**src/design/crmsp_pkg.sv**
```systemverilog
package crmsp_pkg;

  // Configuration register indexes
  typedef enum logic [2:0] {
    REG_GRAD_MOM  = 3'd0,
    REG_SQ_MOM    = 3'd1,
    REG_DELTA_MOM = 3'd2,
    REG_LRATE     = 3'd3,
    REG_EPSILON   = 3'd4
  } reg_idx_e;

  // Reset values of the configuration registers
  localparam logic [15:0] GRAD_MOM_RST  = 16'd62259;
  localparam logic [15:0] SQ_MOM_RST    = 16'd62259;
  localparam logic [15:0] DELTA_MOM_RST = 16'd58982;
  localparam logic [23:0] LRATE_RST     = 24'd1678;
  localparam logic [23:0] EPSILON_RST   = 24'd1678;

  // Input queue between front and back
  localparam int unsigned QueueDepth = 4;
  localparam int unsigned QueuePtrW  = $clog2(QueueDepth);

  // Iteration counts of the root and divide units
  localparam logic [5:0] SQRT_STEPS = 6'd29;
  localparam logic [5:0] DIV_STEPS  = 6'd56;

  typedef struct packed {
    logic [15:0] grad_mom;
    logic [15:0] sq_mom;
    logic [15:0] delta_mom;
    logic [23:0] lrate;
    logic [23:0] epsilon;
  } cfg_t;

  typedef enum logic [4:0] {
    S_CLEAR,
    S_IDLE,
    S_READ,
    S_M1,
    S_M2,
    S_M3,
    S_M4,
    S_M5,
    S_M6,
    S_M7,
    S_M8,
    S_SQRT,
    S_DSET,
    S_DIV,
    S_FIN
  } back_state_e;

endpackage

```
**src/design/crmsp_front.sv**
```systemverilog
module crmsp_front #(
  parameter int unsigned LAYERS            = 4,
  parameter int unsigned WEIGHTS_PER_LAYER = 1024,
  parameter int unsigned AW                = 12
) (
  input  logic                 clk_i,
  input  logic                 rst_ni,
  input  logic                 push_i,
  input  logic [2:0]           layer_number_i,
  input  logic [9:0]           weight_index_i,
  input  logic signed [31:0]   gradient_i,
  output logic                 full_o,
  output logic                 deq_valid_o,
  output logic                 deq_ok_o,
  output logic [AW-1:0]        deq_addr_o,
  output logic signed [31:0]   deq_grad_o,
  input  logic                 pop_i
);

  localparam int unsigned PW = crmsp_pkg::QueuePtrW;

  logic            ok_mem   [crmsp_pkg::QueueDepth];
  logic [AW-1:0]   addr_mem [crmsp_pkg::QueueDepth];
  logic [31:0]     grad_mem [crmsp_pkg::QueueDepth];

  logic [PW-1:0]   wr_ptr_q, rd_ptr_q;
  logic [PW:0]     count_q;
  logic            in_range;
  logic [31:0]     lin_addr;

  // Classify: range check and linear address
  always_comb begin
    in_range = (layer_number_i != 3'd0) && (32'(layer_number_i) <= 32'(LAYERS))
               && (32'(weight_index_i) < 32'(WEIGHTS_PER_LAYER));
    lin_addr = (32'(layer_number_i) - 32'd1) * 32'(WEIGHTS_PER_LAYER)
               + 32'(weight_index_i);
  end

  assign full_o      = (count_q == (PW+1)'(crmsp_pkg::QueueDepth));
  assign deq_valid_o = (count_q != '0);
  assign deq_ok_o    = ok_mem[rd_ptr_q];
  assign deq_addr_o  = addr_mem[rd_ptr_q];
  assign deq_grad_o  = signed'(grad_mem[rd_ptr_q]);

  // Queue storage
  always_ff @(posedge clk_i) begin
    if (push_i) begin
      ok_mem[wr_ptr_q]   <= in_range;
      addr_mem[wr_ptr_q] <= lin_addr[AW-1:0];
      grad_mem[wr_ptr_q] <= gradient_i;
    end
  end

  // Queue pointers
  always_ff @(posedge clk_i or negedge rst_ni) begin
    if (!rst_ni) begin
      wr_ptr_q <= '0;
      rd_ptr_q <= '0;
      count_q  <= '0;
    end else begin
      if (push_i) wr_ptr_q <= wr_ptr_q + PW'(1);
      if (pop_i)  rd_ptr_q <= rd_ptr_q + PW'(1);
      if (push_i && !pop_i)      count_q <= count_q + (PW+1)'(1);
      else if (!push_i && pop_i) count_q <= count_q - (PW+1)'(1);
    end
  end

endmodule

```
**config.mk**
```make
export PLATFORM = sky130hd
export DESIGN_NAME = crmsp_front
export DESIGN_NICKNAME = d
export VERILOG_FILES = /design/src/design/crmsp_pkg.sv /design/src/design/crmsp_front.sv
export SDC_FILE = /design/constraint.sdc
export NUM_CORES = 1
export LEC_CHECK = 0
export BUFFER_PORTS_ARGS = -buffer_cell sky130_fd_sc_hd__buf_2
export CAP_MARGIN = 20
export CORE_AREA = 2 2 170 172
export DETAILED_ROUTE_END_ITERATION = 7
export DIE_AREA = 0 0 172 174
export PLACE_DENSITY = 0.38
export SYNTH_ARGS = -nofsm -noshare
export SYNTH_HDL_FRONTEND = slang
export SYNTH_SLANG_ARGS = --single-unit
export TNS_END_PERCENT = 1
```
**constraint.sdc**
```tcl
create_clock -name clk_i -period 5 [get_ports clk_i]
set_clock_uncertainty 0.05 [all_clocks]
set_input_delay 1.5 -clock clk_i [delete_from_list [all_inputs] [get_ports clk_i]]
set_output_delay 1.5 -clock clk_i [all_outputs]
set_load 0.05 [all_outputs]
```
After elaboration in Yosys (flattened, before gate mapping)
Memories as Yosys holds them, arrays and structs flattened.
Index checks and enable logic that the tools add are counted.
- bits in writable memories: 180
- bits in registers: 7
- memories: 3
- reductions and logical operators: 8
- add/subtract/negate cells: 6
- mux-type cells: 4
- equality and inequality tests: 1
- order comparisons: 1
- memory list (name ; words ; width ; read ports ; clocked after memory_dff ; wr ports ; RTL line ; text):
    grad_mem ; 4 ; 32 ; 1 ; 0 ; 1 ; crmsp_front.sv:24 ; logic [31:0] grad_mem [crmsp_pkg::QueueDepth];
    addr_mem ; 4 ; 12 ; 1 ; 0 ; 1 ; crmsp_front.sv:23 ; logic [AW-1:0] addr_mem [crmsp_pkg::QueueDepth];
    ok_mem ; 4 ; 1 ; 1 ; 0 ; 1 ; crmsp_front.sv:22 ; logic ok_mem [crmsp_pkg::QueueDepth];
- operators with widths (kind ; count):
    adder 12 x 11 -> 12 bit ; 1
    2-to-1 mux 3 bit ; 2
    nonzero test 3 bit ; 2
    adder 2 x 1 -> 2 bit (second input constant) ; 2
    adder 3 x 1 -> 3 bit (second input constant) ; 1
    equality test 3 bit (second input constant) ; 1
    <= comparator 3 bit (second input constant) ; 1
    logical AND 1 bit ; 3
    subtractor 3 x 1 -> 3 bit (second input constant) ; 1
    zero test 1 bit ; 2
    2-to-1 mux 1 bit ; 2
    nonzero test 2 bit ; 1
    subtractor 2 x 1 -> 2 bit (second input constant) ; 1

Depth between registers and ports, before layout
Gate-level depths: netlist of the first run.
- word-level depth: 4
- depth in mapped cells: 7

Worst setup path before layout of the first run
OpenSTA, ideal clock, no wires.
- path type: register -> output
- from: reg count_q[0]
- to: out full_o
- data required time: 3450 ps
- path slack: 1856 ps
- arrival: 1594 ps
- stages on the path, launching flop included: 2
- cell sequence: dfrtp_1 nor3b_1
- cells in the longest elaborated chain, start to end: 1
- RTL lines (what ; RTL line ; text):
    start: declaration ; crmsp_front.sv:27 ; logic [PW:0] count_q;
    start signal: assignment ; crmsp_front.sv:63 ; if (push_i && !pop_i) count_q <= count_q + (PW+1)'(1);
    start signal: assignment ; crmsp_front.sv:64 ; else if (!push_i && pop_i) count_q <= count_q - (PW+1)'(1);
    equality test 3 bit ; crmsp_front.sv:39 ; assign full_o = (count_q == (PW+1)'(crmsp_pkg::QueueDepth));
    end: declaration ; crmsp_front.sv:12 ; output logic full_o,
No other way between the ends.

Worst setup path in the final report of the first run
- from: reg rd_ptr_q[0]
- to: out deq_addr_o[10]
- cells in the longest elaborated chain, start to end: 1
- RTL lines (what ; RTL line ; text):
    start: declaration ; crmsp_front.sv:26 ; logic [PW-1:0] wr_ptr_q, rd_ptr_q;
    start signal: assignment ; crmsp_front.sv:62 ; if (pop_i) rd_ptr_q <= rd_ptr_q + PW'(1);
    memory (4 x 12 bit) ; n/a ;
    end: declaration ; crmsp_front.sv:15 ; output logic [AW-1:0] deq_addr_o,
No other way between the ends.

==> results of run 1 <==
==> worst max-delay path, stage by stage (launching register included) <==
cell and delay (ps):
dfrtp_4 760, buf_12 330, mux4_2 570, buf_2 230
==> metrics by stage <==
stage,hold slack (ps),setup slack [ps]
final,453,1110
after global routing,461,942
after CTS,449,1000
after detailed placement,435,1490
after global placement,415,1480
after floorplan,399,1860
==> registers in the layout, indices dropped and copies added (netlist names) <==
signal,cells
grad_mem,128
addr_mem,48
ok_mem,4
count_q,3
rd_ptr_q,2
wr_ptr_q,2
==> final cells by class <==
| type | count | share of cell area [%] |
|---|---|---|
| sequential | 187 | 66.1 |
| multi-input combinational | 70 | 14.7 |
| timing repair buffer | 104 | 6.72 |
| tap | 384 | 5.69 |
| clock buffer | 18 | 5.08 |
| clock inverter | 14 | 1.39 |
| inverter | 7 | 0.311 |
| antenna | 1 | 0.0296 |
==> metal layers <==
| layer | global-route usage [%] | vias up | wire, microns |
|---|---|---|---|
| met1 | 12.5 | 1646 | 6190 |
| li1 | - | 1374 | - |
| met4 | 4.20 | 0 | 231 |
| met2 | 16.9 | 71 | 7220 |
| met3 | 2.89 | 12 | 698 |
| met5 | 0 | - | 0 |
==> power breakdown <==
group	switching (uW)	total [uW]	internal, uW	leakage, uW
logic	1430	2080	643	0.000856
clock network	593	1240	648	0.000254
registers	178	2230	2060	0.00173
total	2210	5550	3350	0.00284
==> cell usage in the layout, fill, tap and decap left out <==
master / count
edfxtp_1: 180
buf_2: 95
mux4_2: 45
clkbuf_16: 17
inv_1: 7
buf_4: 7
ha_1: 6
dfrtp_1: 5
and2_2: 4
xor2_1: 4
clkinvlp_4: 4
xnor2_1: 3
clkinv_1: 3
inv_8: 3
nand2_1: 2
clkinv_4: 2
buf_12: 2
diode_2: 1
nor3b_1: 1
or3_1: 1
mux2_2: 1
o21ai_0: 1
nor2_1: 1
fa_1: 1
clkbuf_1: 1
inv_6: 1
clkinv_8: 1
dfrtp_4: 1
dfrtp_2: 1
==> synthesized netlist by cell type, drive strengths merged <==
cell type and n:
buf 10, o21ai 1, nor2 1, ha 6, mux4 45, dfrtp 7, or3 1, nand2 2
xor2 4, fa 1, mux2 1, xnor2 3, inv 7, nor3b 1, edfxtp 180, and2 4
==> cells by family (layout without fill, tap and decap cells) <==
logic type / Yosys count / after routing / synth area share, %
compound gates: 1 / 1 / 0.0720
xor+xnor: 7 / 7 / 0.883
fa+ha+maj: 7 / 7 / 1.37
buf+inv: 17 / 143 / 1.80
flops: 187 / 187 / 80.4
mux: 46 / 46 / 14.8
other cells: 0 / 1 / 0
simple gates: 9 / 9 / 0.721
==> final timing paths <==
| path | endpoint | slack, ps | cells after the start |
|---|---|---|---|
| setup / recovery | deq_addr_o[10] | 1110 | 3 |
| hold / removal | count_q[2] | 450 | 1 |
| setup reg to reg | addr_mem[1][4] | 2870 | 4 |
| hold reg to reg | count_q[2] | 450 | 1 |
| max in group asynchronous | rd_ptr_q[0] | 3830 | 1 |
| min in group asynchronous | count_q[0] | 860 | 1 |
==> metrics.txt, run 1 <==
peak supply drop=between 0.15 and 0.2 mV; routed vias=roughly 3100; Post-DP HPWL=roughly 8600 microns; post-route ant nets=0; largest area contributor in the netlist=edfxtp_1; final hold violations=0; largest net degree at the start of global routing=37; io pins=between 90 and 100; final core occ=29.9%; initial antenna violation count=1; port bufs=95; first-pass GRT wire length=21700 microns; number of placement rows=just over 60; Synth Register Bits=187; CTS H-Tree Depth=4; First DRT Iteration DRCs=~140; Worst EP required=approximately 3500 ps; total track usage=10.2%; Slew Viols, Final=0; top-area cell type share of the netlist area=between 70 and 80%; clk root buf=clkbuf_16; Total Neg Setup Slack=0 ps; min Tclk post-route=between 3000 and 4000 ps; cts bufs inserted=17; Final nets=443; core outline area=approximately 0.028 sq mm; DR vias/cell=slightly below 4; Avg Cell Area, Syn=25.3 sq um; P&R area growth vs syn=21.7%; Initial Utilization=between 20% and 30%; placed cells=approximately 750; status=finished clean; vias in the first global route=between 3000 and 4000; grt ovf=0; crit start category=flop; DR pass1 iterations=4; die area=roughly 0.030 sq mm; Static Leak=~0.0028 uW; post-synth net total=330; total power=around 5600 uW; Mapped Area=between 0.006 and 0.007 sq mm; Post-route DRC=0; FF/Latch Area=0.00559 sq mm; CP endpoint kind=output pin; sequential fraction of the synthesis area=between 80% and 90%; postcts setup bufs=0; RePlAce Congestion=approximately 0.65; Ys Warns=0; Max Cap Viol=0; layout cells sized above 1=46.0%; CP max FO=26; Resized cells post-CTS=0; critical register-to-register path startpoint=wr_ptr_q[1]; post-route cell area=0.00845 sq mm; worst setup path class=reg2out; Die Y=between 150 and 200 microns; CTS tree=built; # setup viols final=0; CTS Hold Bufs=0; Max Clk Rate=roughly 260 MHz; Synth area leaders=edfxtp_1 (78%), mux4_2 (15%), dfrtp_1 (2.5%), ha_1 (1.1%), buf_12 (0.58%); Clock transition at path regs=around 70 ps; RSZ-0062 raised after global routing=no; Syn Inst Count=274; CTS sink cnt=between 150 and 200; Post-Layout Cell Count=a little under 800; Die X=roughly 170 microns; Fill cells=2805; Routed WL=roughly 14000 microns; multi-input logic area=roughly 0.0012 sq mm; Hold Startpoint=count_q[2]; Slew headroom=roughly 52%; fin crit share=roughly 78%; Power per Cell Area=657 mW/mm^2; clk_lat worst skew=approximately 420 ps; Tightest Pin Transition=around 720 ps; synth unique cells=20; wire per inst=roughly 18 microns; CTS Buffer Depth=2; Worst setup startpoint=rd_ptr_q[0]; placed cell area=0.00790 sq mm; Worst EP arrival=2340 ps; HP Class=reg2reg
Note: power is estimated with default switching activity, not from simulation.
==> run 2, diff against run 1 <==
--- a/config.mk
+++ b/config.mk
@@ -5,12 +5,13 @@
 export SDC_FILE = /design/constraint.sdc
 export NUM_CORES = 1
 export LEC_CHECK = 0
+export ABC_AREA = 1
 export BUFFER_PORTS_ARGS = -buffer_cell sky130_fd_sc_hd__buf_2
 export CAP_MARGIN = 20
-export CORE_AREA = 2 2 170 172
+export CORE_AREA = 2 2 179 181
 export DETAILED_ROUTE_END_ITERATION = 7
-export DIE_AREA = 0 0 172 174
-export PLACE_DENSITY = 0.38
+export DIE_AREA = 0 0 181 183
+export PLACE_DENSITY = 0.39
 export SYNTH_ARGS = -nofsm -noshare
 export SYNTH_HDL_FRONTEND = slang
 export SYNTH_SLANG_ARGS = --single-unit
==> constraint.sdc (replaced) <==
create_clock -name clk_i -period 3.4 [get_ports clk_i]
set_clock_uncertainty 0.05 [all_clocks]
set_input_delay 1.02 -clock clk_i [delete_from_list [all_inputs] [get_ports clk_i]]
set_output_delay 1.02 -clock clk_i [all_outputs]
set_load 0.05 [all_outputs]
==> run 2 against run 1 <==
Against the previous run: cell count up 38%; critical path type unchanged; sequential power up 42%; total power up 64%; routed wire length up 13%; non-clock buffer count up 2; core utilization down 0.80 points; largest cell class unchanged; cell area up 7.6%.
==> metrics.txt, run 2 <==
status=finished clean; worst setup path class=reg2out; Max Cap Viol=0 (unchanged); clk root buf=clkbuf_16; sequential fraction of the synthesis area=72.8% (-7.6 points); largest net degree at the start of global routing=97 (+160%); layout cells sized above 1=20.9% (-25 points); Final nets=729 (+65%); Mapped Area=0.00767 sq mm (+10%); CTS Buffer Depth=2 (unchanged); CTS Hold Bufs=0 (unchanged); cts bufs inserted=17 (unchanged); Syn Inst Count=578 (+110%); min Tclk post-route=between 3000 and 4000 ps; count leader, synth=edfxtp_1; peak supply drop=0.344 mV (+93%); Clock transition at path regs=70 ps (about the same); P&R area growth vs syn=18.6%; Slew Viols, Final=0 (unchanged); Worst setup startpoint=rd_ptr_q[1]; Die X=181 microns (+5.2%); Resized cells post-CTS=0 (unchanged); Most used DFF post-synth=edfxtp_1; post-synth net total=634 (+92%); CTS H-Tree Depth=4 (unchanged); most frequent cells in the layout=edfxtp_1 (180), nand2_1 (149), inv_1 (100); post-route cell area=0.00909 sq mm (+7.6%); port bufs=95 (unchanged); Post-route DRC=0 (unchanged); Avg Cell Area, Syn=13.3 sq um (-48%); Worst EP required=2330 ps (-1120 ps); io pins=96 (unchanged); worst r2r dst=grad_mem[2][6]; core outline area=0.0312 sq mm (+11%); postcts setup bufs=0 (unchanged); synth unique cells=20 (unchanged); wire per inst=14.9 microns (-18%); n_diodes=0 (-1); Tightest Pin Transition=663 ps (-57.8 ps); grt ovf=0 (unchanged); Reg with most FFs=grad_mem; Synth area leaders=edfxtp_1 (70%), o211ai_1 (8.6%), nand2_1 (7.3%), inv_1 (5.1%), buf_6 (2.8%); CP max FO=46 (+77%); DR pass1 iterations=4 (unchanged); Ys Warns=0 (unchanged); Routed WL=16200 microns (+13%); total track usage=10.3% (+0.097 points); HP Class=in2async; largest area contributor in the netlist=edfxtp_1; r2r setup slk=1740 ps (-1130 ps); CP endpoint kind=output pin; top-area cell type share of the netlist area=70.5% (-7.4 points); post-route ant nets=0 (unchanged); final hold violations=0 (unchanged); Post-DP HPWL=9520 microns (+11%); initial antenna violation count=0 (-1); crit start category=flop; first-pass GRT wire length=25300 microns (+16%); placed cells=1056 (+40%); First DRT Iteration DRCs=208 (+51%); RSZ-0062 raised after global routing=no; Hold Slack=367 ps (-85.8 ps); commonest non-fill, non-tap cell in the layout=edfxtp_1; number of placement rows=65 (+4.8%); # setup viols final=0 (unchanged); Total Neg Setup Slack=0 ps (unchanged); top flop regs=grad_mem x128, addr_mem x48, ok_mem x4; DRT met1 WL=7500 microns (+21%); met2 wire length=7900 microns (+9.5%); Post-Layout Cell Count=1087 (+38%); CTS tree=built; Critical path destination=deq_grad_o[29]; placed cell area=0.00849 sq mm (+7.4%); Initial Utilization=24.6% (-0.028 points); share of synthesized registers carrying an async set or reset=3.74% (unchanged); vias in the first global route=4528 (+27%); Worst Reg-to-Reg Cells=5 (+1); critical register-to-register path startpoint=wr_ptr_q[0]; Static Leak=0.00360 uW (+27%); Worst EP arrival=1990 ps (-350 ps); Slew headroom=55.8% (+3.9 points); DR vias/cell=4.03 (+2.1%); Max Clk Rate=326 MHz; Die Y=183 microns (+5.2%); top routing layer used=met4; EDFF count, synth=180 (unchanged); top post-synthesis cells by count=edfxtp_1 (180), nand2_1 (149), inv_1 (104), o211ai_1 (88), buf_6 (19); RePlAce Congestion=0.657 (+0.77%); clk_lat worst skew=430 ps (about the same); routed vias=4385 (+41%); Synth Register Bits=187 (unchanged); die area=0.0331 sq mm (+11%); fin crit share=between 90% and 100%; DR WL met3=645 microns (-7.6%); Power per Cell Area=1000 mW/mm^2 (+52%); CTS sink cnt=187 (unchanged); max reg flops=128 (unchanged)
-- run 2: cell count changes after synthesis, sizes merged, moves of 4 or more --
cell    before  now
nand2        2  149
inv          7  105
o211ai       0   90
mux4        45    0
buf         10   29
and2         4    0
-- run 2: kinds of logic (layout without fill, tap and decap cells) --
kind of cell,after synthesis,in the layout,share of synthesized area [%]
buf+inv,135,242,8.86
compound gates,91,91,9.01
flops,187,187,72.8
xor+xnor,5,5,0.571
fa+ha+maj,7,7,1.24
simple gates,153,153,7.55
-- run 2: final cells by class --
class / count / area [sq um]
Clock buffer: 18 / 429
Clock inverter: 13 / 176
Fill cell: 3194 / 22100
Inverter: 105 / 397
Multi-Input combinational cell: 256 / 1410
Sequential cell: 187 / 5590
Tap cell: 402 / 503
Timing Repair Buffer: 106 / 596
-- run 2: worst min-delay path by stage --
stage	from	to	slack [ps]	cells past startpoint
final	rst_ni	count_q[2]	370	1
after detailed placement	count_q[2]	count_q[2]	460	2
after global routing	rst_ni	rd_ptr_q[0]	340	1
after CTS	rst_ni	rd_ptr_q[0]	340	1
after floorplan	count_q[2]	count_q[2]	390	2
after global placement	count_q[2]	count_q[2]	400	2
-- run 2: critical path: stages, from the launching register on --
cell and delay (ps):
dfrtp_2 420, inv_4 490, o211ai_1 200, nand2_1 150, buf_2 280
-- run 2: layer usage --
layer  vias to the layer above  global-route usage [%]
met2                        78                    17.4
met3                        17                    3.20
met5                         -                       0
met1                      2109                    12.4
li1                       2181                       -
met4                         0                    3.71
-- run 2: power breakdown --
part | internal, uW | switching, uW | total, uW
Combinational | 871 | 3040 | 3910
Sequential | 3020 | 135 | 3160
Clock | 1220 | 818 | 2040
-- run 2: through the flow --
step | setup slack, ps | utilization (%) | power [uW]
floorplan | 757 | - | 6330
global placement | 749 | 27.2 | 7140
detailed placement | 765 | 27.2 | 7210
CTS | 280 | 29.1 | 9290
global route | 193 | 29.1 | 9660
finish | 337 | 29.1 | 9100
==> run 3, diff against run 2 <==
--- a/config.mk
+++ b/config.mk
@@ -11,7 +11,7 @@
 export CORE_AREA = 2 2 179 181
 export DETAILED_ROUTE_END_ITERATION = 7
 export DIE_AREA = 0 0 181 183
-export PLACE_DENSITY = 0.39
+export MAX_ROUTING_LAYER = met4
 export SYNTH_ARGS = -nofsm -noshare
 export SYNTH_HDL_FRONTEND = slang
 export SYNTH_SLANG_ARGS = --single-unit
==> run 3 against run 2 <==
Against the previous run: sequential cell count stayed put; non-clock buffer count is 1 higher; first-iteration DRC count is 17% higher; critical endpoint is now deq_grad_o[7]; setup slack better by 30 ps.
==> metrics.txt, run 3 (synthesis gave the netlist of run 2 again) <==
status=finished clean; CTS H-Tree Depth=4 (unchanged); critical register-to-register path startpoint=wr_ptr_q[0]; peak supply drop=0.665 mV (+93%); top flop regs=grad_mem x128, addr_mem x48, ok_mem x4; Post-Layout Cell Count=1090 (+0.28%); post-route ant nets=0 (unchanged); DR pass1 iterations=4 (unchanged); Worst setup startpoint=rd_ptr_q[0]; die area=0.0331 sq mm (unchanged); First DRT Iteration DRCs=244 (+17%); final hold violations=0 (unchanged); Slew Viols, Final=0 (unchanged); total track usage=9.98% (-0.32 points); Post-route DRC=0 (unchanged); initial antenna violation count=0 (unchanged); HP Class=in2async; commonest non-fill, non-tap cell in the layout=edfxtp_1; # setup viols final=0 (unchanged); core outline area=0.0312 sq mm (unchanged); Static Leak=0.00360 uW (about the same); DR WL met3=629 microns (-2.5%); most frequent cells in the layout=edfxtp_1 (180), nand2_1 (149), inv_1 (100); largest net degree at the start of global routing=58 (-40%); number of placement rows=65 (unchanged); layout cells sized above 1=21.5% (+0.67 points); top routing layer used=met4; Fill cells=3211 (+0.53%); routed vias=4374 (-0.25%); P&R area growth vs syn=18.8%; CTS Buffer Depth=2 (unchanged); cts bufs inserted=17 (unchanged); grt ovf=0 (unchanged); Tightest Pin Transition=636 ps (-27.0 ps); Final nets=730 (+0.14%); postcts setup bufs=0 (unchanged); Reg with most FFs=grad_mem; Power per Cell Area=979 mW/mm^2 (-2.2%); placed cells=1057 (+0.095%); DRT met1 WL=6840 microns (-8.8%); total power=8920 uW (-2.0%); CP max FO=57 (+24%); Routed WL=15200 microns (-6.7%); Max stage delay on crit path=660 ps (+170 ps); CP endpoint kind=output pin; slowest library cell on the worst path=dfrtp_4; CTS tree=built; crit start category=flop; CTS Hold Bufs=0 (unchanged); max reg flops=128 (unchanged); Worst EP arrival=1960 ps (-30 ps); DR vias/cell=4.01 (-0.53%); CTS sink cnt=187 (unchanged); Total Neg Setup Slack=0 ps (unchanged); fin crit share=89.2% (-0.88 points); Max Clk Rate=330 MHz (+0.98%); vias in the first global route=4205 (-7.1%); Die X=181 microns (unchanged); RSZ-0062 raised after global routing=no; io pins=96 (unchanged); Die Y=183 microns (unchanged); RePlAce Congestion=0.693 (+5.5%); Slew headroom=57.6% (+1.8 points); wire per inst=13.9 microns (-7.0%); Worst EP required=2330 ps (about the same); cells along the critical path=buf_12, o211ai_1, nand2_1, buf_2; port bufs=95 (unchanged); clk_lat worst skew=440 ps (about the same); Max Cap Viol=0 (unchanged); Post-DP HPWL=9070 microns (-4.7%); clk root buf=clkbuf_16; min Tclk post-route=3030 ps (-29.8 ps); worst setup path class=reg2out; met2 wire length=7580 microns (-4.0%); Clock transition at path regs=70 ps (about the same); first-pass GRT wire length=23700 microns (-6.4%); Initial Utilization=24.6% (unchanged); Resized cells post-CTS=0 (unchanged)
==> run 3: changes by cell type in the layout (fill, tap and decap cells not counted), sizes merged <==
| cell | previous run | this run |
|---|---|---|
| inv | 105 | 112 |
| bufinv | 4 | 0 |
| buf | 106 | 107 |
| clkbuf | 18 | 17 |
| clkinv | 5 | 4 |
| diode | 0 | 1 |
==> run 3: final timing paths <==
kind / cells after the start / end / slack (ps)
worst max register to register: 5 / grad_mem[0][14] / 1520
min in group clk_i: 2 / count_q[2] / 430
max in group asynchronous: 1 / rd_ptr_q[0] / 2760
worst min-delay path: 1 / count_q[0] / 350
worst min register to register: 2 / count_q[2] / 430
worst max-delay path: 4 / deq_grad_o[7] / 370
==> run 3: cell type report <==
cell class | instances | area [sq um] | share of cell area, %
clock inverters | 15 | 134 | 1.47
multi-input cells | 256 | 1410 | 15.5
well taps | 402 | 503 | 5.52
clock buffers | 17 | 425 | 4.67
flip-flops and latches | 187 | 5590 | 61.3
repair buffers | 107 | 653 | 7.17
diodes | 1 | 2.50 | 0.0275
inverters | 105 | 397 | 4.35
==> run 3: per-layer routing <==
metal	global-route usage (%)	up-vias
li1	-	2195
met2	16.2	84
met1	11.7	2086
met5	-	-
met3	3.16	9
met4	3.51	0
==> run 3: power by group <==
part,total [uW],switching (uW),internal [uW]
Clock,1870,909,962
Combinational,3860,2940,916
Sequential,3190,174,3020
Total,8920,4020,4900
==> run 3: worst max-delay path: cells and delay by family (launching register included) <==
family	cells	cell delay (ps)
AOI/OAI and AO/OA	1	170
buffers and inverters	2	530
DFF	1	660
and+or+nand+nor	1	100
==> run 3: per-stage QoR <==
| stage | instance area, sq um | hold WS, ps | worst slack, ps | util (%) |
|---|---|---|---|---|
| after floorplan | 7670 | 392 | 757 | - |
| after global placement | 8550 | 406 | 759 | 27.4 |
| after detailed placement | 8550 | 412 | 769 | 27.4 |
| after CTS | 9110 | 323 | 271 | 29.2 |
| after global routing | 9110 | 321 | 196 | 29.2 |
| final | 9110 | 352 | 367 | 29.2 |
